<file path="src/hdl/tshf_pkg.sv">
// ----------------------------------------------------------------------------
// tshf_pkg
// Shared types, lamp mode codes, register indexes and reset values for the
// turn signal and hazard flasher.
// ----------------------------------------------------------------------------
package tshf_pkg;

	localparam int unsigned TIME_W = 32;
	localparam int unsigned MODE_W = 3;
	localparam int unsigned PHASE_W = 3;
	localparam int unsigned CFG_IDX_W = 3;

	localparam logic KIND_TICK = 1'b0;
	localparam logic KIND_SET = 1'b1;

	localparam logic [MODE_W-1:0] MODE_OFF = 3'd0;
	localparam logic [MODE_W-1:0] MODE_REVERSE = 3'd1;
	localparam logic [MODE_W-1:0] MODE_LEFT = 3'd2;
	localparam logic [MODE_W-1:0] MODE_RIGHT = 3'd3;
	localparam logic [MODE_W-1:0] MODE_HAZARD = 3'd4;

	localparam logic [PHASE_W-1:0] PHASE_SHORT_ON_A = 3'd0;
	localparam logic [PHASE_W-1:0] PHASE_SHORT_OFF_A = 3'd1;
	localparam logic [PHASE_W-1:0] PHASE_SHORT_ON_B = 3'd2;
	localparam logic [PHASE_W-1:0] PHASE_SHORT_OFF_B = 3'd3;
	localparam logic [PHASE_W-1:0] PHASE_LONG_ON = 3'd4;
	localparam logic [PHASE_W-1:0] PHASE_LONG_OFF = 3'd5;

	localparam logic [CFG_IDX_W-1:0] REG_BLINK_HALF = 3'd0;
	localparam logic [CFG_IDX_W-1:0] REG_SHORT_ON = 3'd1;
	localparam logic [CFG_IDX_W-1:0] REG_SHORT_OFF = 3'd2;
	localparam logic [CFG_IDX_W-1:0] REG_LONG_ON = 3'd3;
	localparam logic [CFG_IDX_W-1:0] REG_LONG_OFF = 3'd4;

	localparam logic [TIME_W-1:0] RST_BLINK_HALF = 32'd333333;
	localparam logic [TIME_W-1:0] RST_SHORT_ON = 32'd100000;
	localparam logic [TIME_W-1:0] RST_SHORT_OFF = 32'd100000;
	localparam logic [TIME_W-1:0] RST_LONG_ON = 32'd400000;
	localparam logic [TIME_W-1:0] RST_LONG_OFF = 32'd100000;

	typedef struct packed {
		logic [TIME_W-1:0] blink_half_period_us;
		logic [TIME_W-1:0] short_on_len;
		logic [TIME_W-1:0] short_off_len;
		logic [TIME_W-1:0] long_on_len;
		logic [TIME_W-1:0] long_off_len;
	} cfg_t;

	typedef struct packed {
		logic [MODE_W-1:0] mode;
		logic left;
		logic right;
		logic [TIME_W-1:0] toggle_time;
		logic [PHASE_W-1:0] phase;
		logic [TIME_W-1:0] hazard_start;
	} lamp_state_t;

endpackage

</file>
<file path="src/hdl/tshf_if.sv">
// ----------------------------------------------------------------------------
// tshf request and result channels
// Valid/ready channels carrying flasher requests and lamp results.
// ----------------------------------------------------------------------------
interface tshf_item_if ();
	logic valid;
	logic ready;
	logic kind;
	logic [tshf_pkg::MODE_W-1:0] lamp_mode;
	logic [tshf_pkg::TIME_W-1:0] now_us;

	modport source (output valid, kind, lamp_mode, now_us, input ready);
	modport sink (input valid, kind, lamp_mode, now_us, output ready);
endinterface

interface tshf_result_if ();
	logic valid;
	logic ready;
	logic left_lamp;
	logic right_lamp;

	modport source (output valid, left_lamp, right_lamp, input ready);
	modport sink (input valid, left_lamp, right_lamp, output ready);
endinterface

</file>
<file path="src/hdl/tshf_cfg_regs.sv">
// ----------------------------------------------------------------------------
// tshf_cfg_regs
// Timing registers for blink and hazard patterns, written by index.
// ----------------------------------------------------------------------------
module tshf_cfg_regs (
	input  logic clk,
	input  logic arst_n,
	input  logic wr_en,
	input  logic [tshf_pkg::CFG_IDX_W-1:0] wr_index,
	input  logic [tshf_pkg::TIME_W-1:0] wr_data,
	output tshf_pkg::cfg_t cfg
);

	tshf_pkg::cfg_t cfg_q;

	always_ff @(posedge clk or negedge arst_n) begin
		if (!arst_n) begin
			cfg_q.blink_half_period_us <= tshf_pkg::RST_BLINK_HALF;
			cfg_q.short_on_len <= tshf_pkg::RST_SHORT_ON;
			cfg_q.short_off_len <= tshf_pkg::RST_SHORT_OFF;
			cfg_q.long_on_len <= tshf_pkg::RST_LONG_ON;
			cfg_q.long_off_len <= tshf_pkg::RST_LONG_OFF;
		end else if (wr_en) begin
			case (wr_index)
				tshf_pkg::REG_BLINK_HALF: cfg_q.blink_half_period_us <= wr_data;
				tshf_pkg::REG_SHORT_ON: cfg_q.short_on_len <= wr_data;
				tshf_pkg::REG_SHORT_OFF: cfg_q.short_off_len <= wr_data;
				tshf_pkg::REG_LONG_ON: cfg_q.long_on_len <= wr_data;
				tshf_pkg::REG_LONG_OFF: cfg_q.long_off_len <= wr_data;
				default: begin
				end
			endcase
		end
	end

	assign cfg = cfg_q;

endmodule

</file>
<file path="src/hdl/tshf_lamp_core.sv">
// ----------------------------------------------------------------------------
// tshf_lamp_core
// Next-state logic: mode selection, turn blink timer and hazard pattern.
// ----------------------------------------------------------------------------
module tshf_lamp_core (
	input  tshf_pkg::lamp_state_t cur,
	input  tshf_pkg::cfg_t cfg,
	input  logic kind,
	input  logic [tshf_pkg::MODE_W-1:0] lamp_mode,
	input  logic [tshf_pkg::TIME_W-1:0] now_us,
	output tshf_pkg::lamp_state_t nxt
);

	logic [tshf_pkg::PHASE_W-1:0] phase;
	logic [tshf_pkg::TIME_W-1:0] phase_len;
	logic [tshf_pkg::TIME_W-1:0] toggle_diff;
	logic [tshf_pkg::TIME_W-1:0] hazard_diff;
	logic toggle_due;
	logic phase_done;
	logic lit;

	assign phase = (cur.phase > tshf_pkg::PHASE_LONG_OFF) ? tshf_pkg::PHASE_SHORT_ON_A
		: cur.phase;
	assign toggle_diff = now_us - cur.toggle_time;
	assign hazard_diff = now_us - cur.hazard_start;
	assign toggle_due = toggle_diff > cfg.blink_half_period_us;
	assign phase_done = hazard_diff >= phase_len;
	assign lit = ~phase[0];

	always_comb begin
		case (phase)
			tshf_pkg::PHASE_SHORT_OFF_A, tshf_pkg::PHASE_SHORT_OFF_B:
				phase_len = cfg.short_off_len;
			tshf_pkg::PHASE_LONG_ON: phase_len = cfg.long_on_len;
			tshf_pkg::PHASE_LONG_OFF: phase_len = cfg.long_off_len;
			default: phase_len = cfg.short_on_len;
		endcase
	end

	always_comb begin
		nxt = cur;
		if (kind == tshf_pkg::KIND_SET) begin
			if (lamp_mode <= tshf_pkg::MODE_HAZARD) begin
				nxt.mode = lamp_mode;
				if (lamp_mode inside {tshf_pkg::MODE_LEFT, tshf_pkg::MODE_RIGHT}) begin
					nxt.toggle_time = now_us;
				end else if (lamp_mode == tshf_pkg::MODE_HAZARD) begin
					nxt.phase = tshf_pkg::PHASE_SHORT_ON_A;
					nxt.hazard_start = now_us;
				end
			end
		end else begin
			case (cur.mode)
				tshf_pkg::MODE_REVERSE: begin
					nxt.left = 1'b1;
					nxt.right = 1'b1;
				end
				tshf_pkg::MODE_LEFT: begin
					if (toggle_due) begin
						nxt.left = ~cur.left;
						nxt.toggle_time = now_us;
					end
					nxt.right = 1'b0;
				end
				tshf_pkg::MODE_RIGHT: begin
					if (toggle_due) begin
						nxt.right = ~cur.right;
						nxt.toggle_time = now_us;
					end
					nxt.left = 1'b0;
				end
				tshf_pkg::MODE_HAZARD: begin
					nxt.left = lit;
					nxt.right = lit;
					if (phase_done) begin
						nxt.phase = (phase == tshf_pkg::PHASE_LONG_OFF)
							? tshf_pkg::PHASE_SHORT_ON_A : phase + 3'd1;
						nxt.hazard_start = now_us;
					end
				end
				default: begin
					nxt.left = 1'b0;
					nxt.right = 1'b0;
				end
			endcase
		end
	end

endmodule

</file>
<file path="src/hdl/turn_signal_hazard_flasher.sv">
// ----------------------------------------------------------------------------
// turn_signal_hazard_flasher
// Two-lamp turn signal, reverse and hazard flasher driven by timestamps.
// ----------------------------------------------------------------------------
// Accepts one request per clock unless the result stalls: a set-mode request
// or a time tick. Each tick returns one result with both lamp states via the
// input register, then the result register; set-mode requests return nothing.
// The lamp state is updated between those registers, which sets the rate of
// one request per cycle. A stalled result is held in its register while a next
// request can still enter an empty input register. The user must write timing
// registers through wr_en/wr_index/wr_data only while no request is in flight;
// the block does not enforce this. Writes to an index above four are dropped.
module turn_signal_hazard_flasher (
	input  logic clk,
	input  logic arst_n,
	input  logic wr_en,
	input  logic [tshf_pkg::CFG_IDX_W-1:0] wr_index,
	input  logic [tshf_pkg::TIME_W-1:0] wr_data,
	tshf_item_if.sink item,
	tshf_result_if.source result
);

	tshf_pkg::cfg_t cfg;
	tshf_pkg::lamp_state_t st_q;
	tshf_pkg::lamp_state_t st_nxt;

	logic valid_s1;
	logic kind_s1;
	logic [tshf_pkg::MODE_W-1:0] mode_s1;
	logic [tshf_pkg::TIME_W-1:0] now_s1;

	logic out_valid_q;
	logic left_q;
	logic right_q;
	logic advance;

	tshf_cfg_regs u_cfg (
		.clk(clk),
		.arst_n(arst_n),
		.wr_en(wr_en),
		.wr_index(wr_index),
		.wr_data(wr_data),
		.cfg(cfg)
	);

	tshf_lamp_core u_core (
		.cur(st_q),
		.cfg(cfg),
		.kind(kind_s1),
		.lamp_mode(mode_s1),
		.now_us(now_s1),
		.nxt(st_nxt)
	);

	assign advance = ~out_valid_q | result.ready;
	assign item.ready = ~valid_s1 | advance;

	always_ff @(posedge clk or negedge arst_n) begin
		if (!arst_n) begin
			valid_s1 <= 1'b0;
		end else if (item.ready) begin
			valid_s1 <= item.valid;
		end
	end

	always_ff @(posedge clk) begin
		if (item.ready && item.valid) begin
			kind_s1 <= item.kind;
			mode_s1 <= item.lamp_mode;
			now_s1 <= item.now_us;
		end
	end

	always_ff @(posedge clk or negedge arst_n) begin
		if (!arst_n) begin
			st_q <= '0;
		end else if (valid_s1 && advance) begin
			st_q <= st_nxt;
		end
	end

	always_ff @(posedge clk or negedge arst_n) begin
		if (!arst_n) begin
			out_valid_q <= 1'b0;
		end else if (advance) begin
			out_valid_q <= valid_s1 && (kind_s1 == tshf_pkg::KIND_TICK);
		end
	end

	always_ff @(posedge clk) begin
		if (advance && valid_s1 && (kind_s1 == tshf_pkg::KIND_TICK)) begin
			left_q <= st_nxt.left;
			right_q <= st_nxt.right;
		end
	end

	assign result.valid = out_valid_q;
	assign result.left_lamp = left_q;
	assign result.right_lamp = right_q;

`ifndef SYNTHESIS
	a_set_no_result: assert property (@(posedge clk) disable iff (!arst_n)
		(valid_s1 && advance && kind_s1 == tshf_pkg::KIND_SET) |=> !out_valid_q)
		else $error("set-mode request produced a result");

	a_reverse_both_on: assert property (@(posedge clk) disable iff (!arst_n)
		(valid_s1 && advance && kind_s1 == tshf_pkg::KIND_TICK
			&& st_q.mode == tshf_pkg::MODE_REVERSE)
		|=> (out_valid_q && left_q && right_q))
		else $error("reverse tick without both lamps on");

	a_turn_other_off: assert property (@(posedge clk) disable iff (!arst_n)
		(valid_s1 && advance && kind_s1 == tshf_pkg::KIND_TICK
			&& (st_q.mode == tshf_pkg::MODE_LEFT || st_q.mode == tshf_pkg::MODE_RIGHT))
		|=> (out_valid_q && !(left_q && right_q)))
		else $error("turn signal lit both lamps");

	a_state_range: assert property (@(posedge clk) disable iff (!arst_n)
		(st_q.mode <= tshf_pkg::MODE_HAZARD && st_q.phase <= tshf_pkg::PHASE_LONG_OFF))
		else $error("mode or hazard phase out of range");
`endif

endmodule

</file>
<file path="src/flat_wrapper.sv">
// flat-port wrapper written by rule: the top's interface ports become plain ports
module turn_signal_hazard_flasher_flat 
  (clk, arst_n, wr_en, wr_index, wr_data, item_valid, item_kind, item_lamp_mode, item_now_us, item_ready, result_valid, result_left_lamp, result_right_lamp, result_ready);
  tshf_item_if item_i ();
  tshf_result_if result_i ();
  input  logic clk;
  input  logic arst_n;
  input  logic wr_en;
  input  logic [tshf_pkg::CFG_IDX_W-1:0] wr_index;
  input  logic [tshf_pkg::TIME_W-1:0] wr_data;
  input wire logic [$bits(item_i.valid)-1:0] item_valid;
  input wire logic [$bits(item_i.kind)-1:0] item_kind;
  input wire logic [$bits(item_i.lamp_mode)-1:0] item_lamp_mode;
  input wire logic [$bits(item_i.now_us)-1:0] item_now_us;
  output wire logic [$bits(item_i.ready)-1:0] item_ready;
  output wire logic [$bits(result_i.valid)-1:0] result_valid;
  output wire logic [$bits(result_i.left_lamp)-1:0] result_left_lamp;
  output wire logic [$bits(result_i.right_lamp)-1:0] result_right_lamp;
  input wire logic [$bits(result_i.ready)-1:0] result_ready;
  assign item_i.valid = item_valid;
  assign item_i.kind = item_kind;
  assign item_i.lamp_mode = item_lamp_mode;
  assign item_i.now_us = item_now_us;
  assign item_ready = item_i.ready;
  assign result_valid = result_i.valid;
  assign result_left_lamp = result_i.left_lamp;
  assign result_right_lamp = result_i.right_lamp;
  assign result_i.ready = result_ready;
  turn_signal_hazard_flasher u_core (.clk(clk), .arst_n(arst_n), .wr_en(wr_en), .wr_index(wr_index), .wr_data(wr_data), .item(item_i), .result(result_i));
endmodule
</file>
<file path="config.mk">
export PLATFORM = sky130hd
export DESIGN_NAME = turn_signal_hazard_flasher_flat
export DESIGN_NICKNAME = d
export VERILOG_FILES = /design/src/hdl/tshf_pkg.sv /design/src/hdl/tshf_if.sv /design/src/hdl/tshf_cfg_regs.sv /design/src/hdl/tshf_lamp_core.sv /design/src/hdl/turn_signal_hazard_flasher.sv /design/src/flat_wrapper.sv
export SDC_FILE = /design/constraint.sdc
export NUM_CORES = 1
export LEC_CHECK = 0
export ABC_AREA = 1
export BUFFER_PORTS_ARGS = -buffer_cell sky130_fd_sc_hd__buf_2
export CORE_MARGIN = 3
export CORE_UTILIZATION = 50
export CTS_BUF_LIST = sky130_fd_sc_hd__clkbuf_4
export DETAILED_ROUTE_END_ITERATION = 8
export GPL_ROUTABILITY_DRIVEN = 0
export HOLD_SLACK_MARGIN = 0.05
export PLACE_DENSITY = 0.67
export SETUP_SLACK_MARGIN = 0.02
export SLEW_MARGIN = 20
export SYNTH_ARGS = -nofsm -noshare
export SYNTH_HDL_FRONTEND = slang
export SYNTH_SLANG_ARGS = --single-unit
export TNS_END_PERCENT = 10
</file>
<file path="constraint.sdc">
create_clock -name clk -period 3.7 [get_ports clk]
set_input_delay 0.555 -clock clk [delete_from_list [all_inputs] [get_ports clk]]
set_output_delay 0.555 -clock clk [all_outputs]
set_load 0.1 [all_outputs]
</file>
# Yosys cells after proc, flatten, opt, wreduce, memory -nomap -nowiden
# Cells that the tools add are included.
[word_totals] out_inout_bits=4 reg_bits=272
[op_classes] add_sub_neg=3 eq_ne=21 n_reduce_logical=18 magnitude_cmp=4 bitwise_logic=8 n_mux=16
[op_table] operator="35-bit 2-to-1 mux" count=4
[op_table] operator="67-bit 2-to-1 mux" count=2
[op_table] operator="32-bit one-hot mux with 3 select lines" count=1
[op_table] operator="32-bit 2-to-1 mux" count=2
[op_table] operator="32-bit one-hot mux with 2 select lines" count=1
[op_table] operator="32-bit subtractor" count=2
[op_table] operator="33-bit 2-to-1 mux" count=1
[op_table] operator="32-bit greater-or-equal comparator" count=1
[op_table] operator="32-bit greater-than comparator" count=1
[op_table] operator="3-bit by 2-bit == test with 1-bit output (second input constant)" count=7
[op_table] operator="3-bit == test (second input constant)" count=5
[op_table] operator="6-bit AND reduction" count=2
[op_table] operator="2-bit AND reduction" count=5
[op_table] operator="3-bit by 1-bit == test with 1-bit output (second input constant)" count=3
[op_table] operator="2-bit inequality test (second input constant)" count=4
[op_table] operator="2-bit one-hot mux with 4 select lines" count=1
[op_table] operator="3-bit 2-to-1 mux" count=2
[op_table] operator="3-bit by 2-bit inequality test with 1-bit output (second input constant)" count=2
[op_table] operator="1-bit inverter" count=6
[op_table] operator="2-bit nonzero test" count=3
[op_table] operator="1-bit logical AND" count=4
[op_table] operator="3-bit by 1-bit adder with 3-bit output (second input constant)" count=1
[op_table] operator="3-bit greater-than comparator (second input constant)" count=1
[op_table] operator="3-bit <= comparator (second input constant)" count=1
[op_table] operator="7 further kinds" count=8

# Depth between registers and ports, before layout
[logic_depth] word_depth=9 mapped_depth=27 mapped_depth_nobuf=26

# By module
# Synthesis repeated with hierarchy kept, for this count alone.
[hier_totals] cells_unflattened=2605 area_unflattened_um2=18925.7
[by_module_without_submodules] module="tshf_lamp_core" area_each_um2=8500.7 cells_each=1541 n_inst=1 seq_area_each_um2=0.0
[by_module_without_submodules] module="tshf_cfg_regs" area_each_um2=6329.8 cells_each=703 n_inst=1 seq_area_each_um2=4043.9
[by_module_without_submodules] module="turn_signal_hazard_flasher" area_each_um2=4095.2 cells_each=361 n_inst=1 seq_area_each_um2=2992.9

# Worst setup path before layout
# Ideal clock, no wire load.
[synth_timing] path_kind="reg2reg" startpoint="reg u_core.now_s1[0] (netlist name)" endpoint="reg u_core.st_q[1] (netlist name)" stages_incl_launch_ff=27 n_path_buf=2 arrival_time_ps=3269 path_slack_ps=314 setup_ps=117 path_cell_list="edfxtp_1 > inv_1 > ha_1 > inv_1 > fa_1 > nand3_1 > nand2_2 > a21boi_2 > o21ai_1 > nand2_1 > nand3_2 > nand3_1 > nand2_1 > xor2_1 > inv_1 > ha_1 > nand2_1 > nor2_1 > nand2_1 > nor2_1 > nand4_1 > nand4_2 > nand2_2 > buf_6 > buf_6 > nand2_1 > nand2_1"
[synth_between] elab_chain_len=4
[synth_lines] element="start: declaration" line="turn_signal_hazard_flasher.sv:30" text="logic [tshf_pkg::TIME_W-1:0] now_s1;"
[synth_lines] element="start signal: assignment" line="turn_signal_hazard_flasher.sv:70" text="now_s1 <= item.now_us;"
[synth_lines] element="32-bit subtractor" line="tshf_lamp_core.sv:25" text="assign hazard_diff = now_us - cur.hazard_start;"
[synth_lines] element="32-bit greater-or-equal comparator" line="tshf_lamp_core.sv:27" text="assign phase_done = hazard_diff >= phase_len;"
[synth_lines] element="2-bit nonzero test (no line)"
[synth_lines] element="6-bit AND reduction (no line)"
[synth_lines] element="end signal: assignment" line="turn_signal_hazard_flasher.sv:78" text="st_q <= st_nxt;"
[synth_lines] element="end: declaration" line="turn_signal_hazard_flasher.sv:24" text="tshf_pkg::lamp_state_t st_q;"
# Every way passes these cells.
# A chain may end at the register's enable or synchronous reset.

# Final worst setup path
[layout_timing] startpoint="reg u_core.now_s1[0] (netlist name)" endpoint="reg u_core.st_q[40] (netlist name)"
[layout_between] elab_chain_len=4 elab_cells_between_ends=5
[layout_lines] element="32-bit subtractor (*)" line="tshf_lamp_core.sv:24" text="assign toggle_diff = now_us - cur.toggle_time;"
[layout_lines] element="32-bit greater-than comparator (*)" line="tshf_lamp_core.sv:26" text="assign toggle_due = toggle_diff > cfg.blink_half_period_us;"
[layout_lines] element="3-bit by 2-bit inequality test with 1-bit output (no line)"
[layout_lines] element="6-bit AND reduction (no line) (*)"
# Mark *: on every way between the ends. The rest lies on a longest branch, timed or not.

==> run summary <==
Failing checks - setup timing
Post-synth top cells - nand2_1 (519), inv_1 (249), o21ai_0 (237)
Max-slew violations - 0
Pwr dens - 859 mW/mm2
CP max stage delay - 420 ps
Detailed Routing Iterations Pass 1 - 6
EDFF count, synth - 38
Synth area leader - dfrtp_1
Max frequency - 257 MHz
R2R depth - 25
Hpwl dp - 31400 um
Seq/Total Area, Yosys - 43.4%
Crit path depth - 25
Fin cells - 2782
Hold path startpoint - wr_data[15]
Post-Place Cells - 2572
Status - finished with violations
R2R Setup Slk - -180 ps
GRT Overall Usage - 26.5%
Rows - 65
Die area - 0.0346 mm2
Total Routed Length - 46500 um
Worst-path clk slew - 70 ps
Starting Density - 51.1%
Syn avg cell area - 8.03 um2
Hold Worst Slack - 102 ps
Yosys reg bits - 272
CTS root buffer - clkbuf_4
Reg-to-reg startpoint - u_core.now_s1[0]
Design area - 0.0203 mm2
CP max stage cell - fa_2
Fill count - 2731
Nets@finish - 2519
M2 GR Usage - 43.0%
Largest net degree at the start of global routing - 104
Avg WL per Cell - 16.7 um
Initial detailed-routing violation count - 1116
Final setup viols - 69
Routed Antenna Nets - 0
Crit path max-delay family - simple AND/OR/NAND/NOR gates
Max_cap viols - 0
Setup crit start - u_core.now_s1[0]
Cell Area, Placed - 0.0179 mm2
Most frequent cell after synthesis - nand2_1
Cell variety after synth - 52
Number of buffers created by CTS - 75
Final hold violations - 0
RSZ-0062 raised after global routing - true
FF-to-FF End - u_core.st_q[40]
Worst Path Arrival - 4560 ps
Vias in the first global route - 14400
Max VDD drop - 395 uV
Area Growth Syn to Fin - 25.2%
Total number of vias - 14900
Core footprint - 0.0317 mm2
CTS tree - yes
Later-pin clock latency in the skew report - 790 ps
Drt drc - 0
Vias/cell - 5.36
Share of cells above drive strength 1 - 23.8%
First-pass GRT wire length - 72700 um
Initial antenna violation count - 2
Clock skew - 49.8 ps
Minimum clock period - 3880 ps
Crit end category - flop
GR Util met3 - 4.65%
Ports - 80
Startpoint type of the worst setup path - flop
Final setup margin - -185 ps
Crit Path Max Fanout - 6
Overflow after GRT - 0
Synthesized cell area - 0.0162 mm2
Slew Limit Headroom - 39.8%
Critical path buffers and inverters - 5
Synth Flop Type - dfrtp_1
Worst Path Required - 4380 ps
Critical path endpoint - u_core.st_q[40]
Leak Pwr - 10.1 nW
Cells after Synth - 2017
Clock sink count - 272
Share of the synthesized area in the top cell type - 31.2%
DIE WIDTH - 186 um
Synth Net Count - 2222
PortBufs - 79
Die Y - 186 um
Ys Warns - 0
Clock Tree Buf Depth - 3
H-tree levels - 3
Worst Tran Pin Value - 904 ps
Tcrit/Tclk final - 105%
Worst Hold Class - primary input to flop
Critical path class - flop to flop
Asr flop ratio synth - 86.0%
GRT Max-Usage Layer - met2
Top post-synthesis cells by area - dfrtp_1 (31%), nand2_1 (12%), ha_1 (9.8%)
Met1 Resource Use GR - 36.6%
[what timing repair did]
action / 4_1_cts / 5_1_grt
hold buffers: 42 / 0
endpoints found under the hold margin: 134 / 0
setup endpoints to repair: 71 / 71
gates cloned: 2 / 3
setup buffers: 10 / 10
pin swaps: 4 / 27
gates resized for setup: 48 / 79
[metal layers]
layer / vias to the layer above / share of wire, %
met1: 7067 / 45
met5: - / 0
met4: 0 / 2.0
li1: 7254 / -
met3: 89 / 6.1
met2: 504 / 47
[state kept, by name, indices dropped and copies added (netlist names)]
| signal | cells |
|---|---|
| u_core.st_q | 72 |
| u_core.result.right_lamp | 1 |
| u_core.result.left_lamp | 1 |
| u_core.mode_s1 | 3 |
| u_core.now_s1 | 32 |
| u_core.result.valid | 1 |
| u_core.valid_s1 | 1 |
| u_core.u_cfg.cfg | 160 |
| u_core.kind_s1 | 1 |
[through the flow]
stage                     util [%]  setup WS, ps  setup TNS, ps  power, mW
after floorplan                  -           314              0       10.2
after global placement        56.5          -347         -10560       13.1
after detailed placement      56.5          -365         -11690       13.4
after CTS                     62.3          -109          -2080       16.8
after global routing          63.9          -361         -20110       18.9
final                         63.9          -185          -5860       17.4
[cell type report]
type	instances	area [um2]	area share [%]
sequential	272	7040	34.7
clock inverter	26	201	0.993
inverter	261	982	4.84
antenna	4	10.0	0.0494
multi-input combinational	1421	8500	41.9
clock buffer	113	848	4.18
timing repair buffer	283	2200	10.8
tap	402	503	2.48
[power breakdown]
| group | total (mW) | internal, mW | leakage, nW | switching, mW |
|---|---|---|---|---|
| combinational | 10.2 | 4.14 | 6.25 | 6.10 |
| clock | 2.97 | 1.62 | 0.623 | 1.35 |
| sequential | 4.21 | 3.81 | 3.19 | 0.396 |
[cells by family after synthesis]
family          Yosys count  share of synthesized area, %
compound gates          461                          15.6
xor+xnor                 58                          3.14
fa+ha+maj               129                          10.1
buf+inv                 325                          7.96
flops                   272                          43.4
simple gates            772                          19.8
[tightest hold or removal path, stage by stage]
cell and delay [ps]:
buf_2 90, inv_1 120, o21ai_0 110
[cells in the final DEF, fill, tap and decap left out, types with 28 or more instances in the layout]
cell type / count
dlygate4sd3_1: 42
dfstp_2: 32
o21ai_0: 234
buf_4: 145
ha_1: 109
nor2_1: 87
a21oi_1: 112
xor2_1: 39
inv_1: 246
buf_2: 79
dfrtp_1: 202
edfxtp_1: 38
nand3_1: 96
nand2_1: 500
clkbuf_4: 113
nand2_2: 28
[how the worst min path moves through the flow]
| stage | to | slack [ps] | cells after the start |
|---|---|---|---|
| floorplan | u_core.result.valid | 260 | 0 |
| global placement | u_core.st_q[14] | 460 | 2 |
| detailed placement | u_core.st_q[30] | 460 | 2 |
| CTS | u_core.u_cfg.cfg[16] | 60 | 3 |
| global route | u_core.u_cfg.cfg[150] | 50 | 3 |
| finish | u_core.u_cfg.cfg[79] | 100 | 3 |
Note: power is estimated with default switching activity, not from simulation.
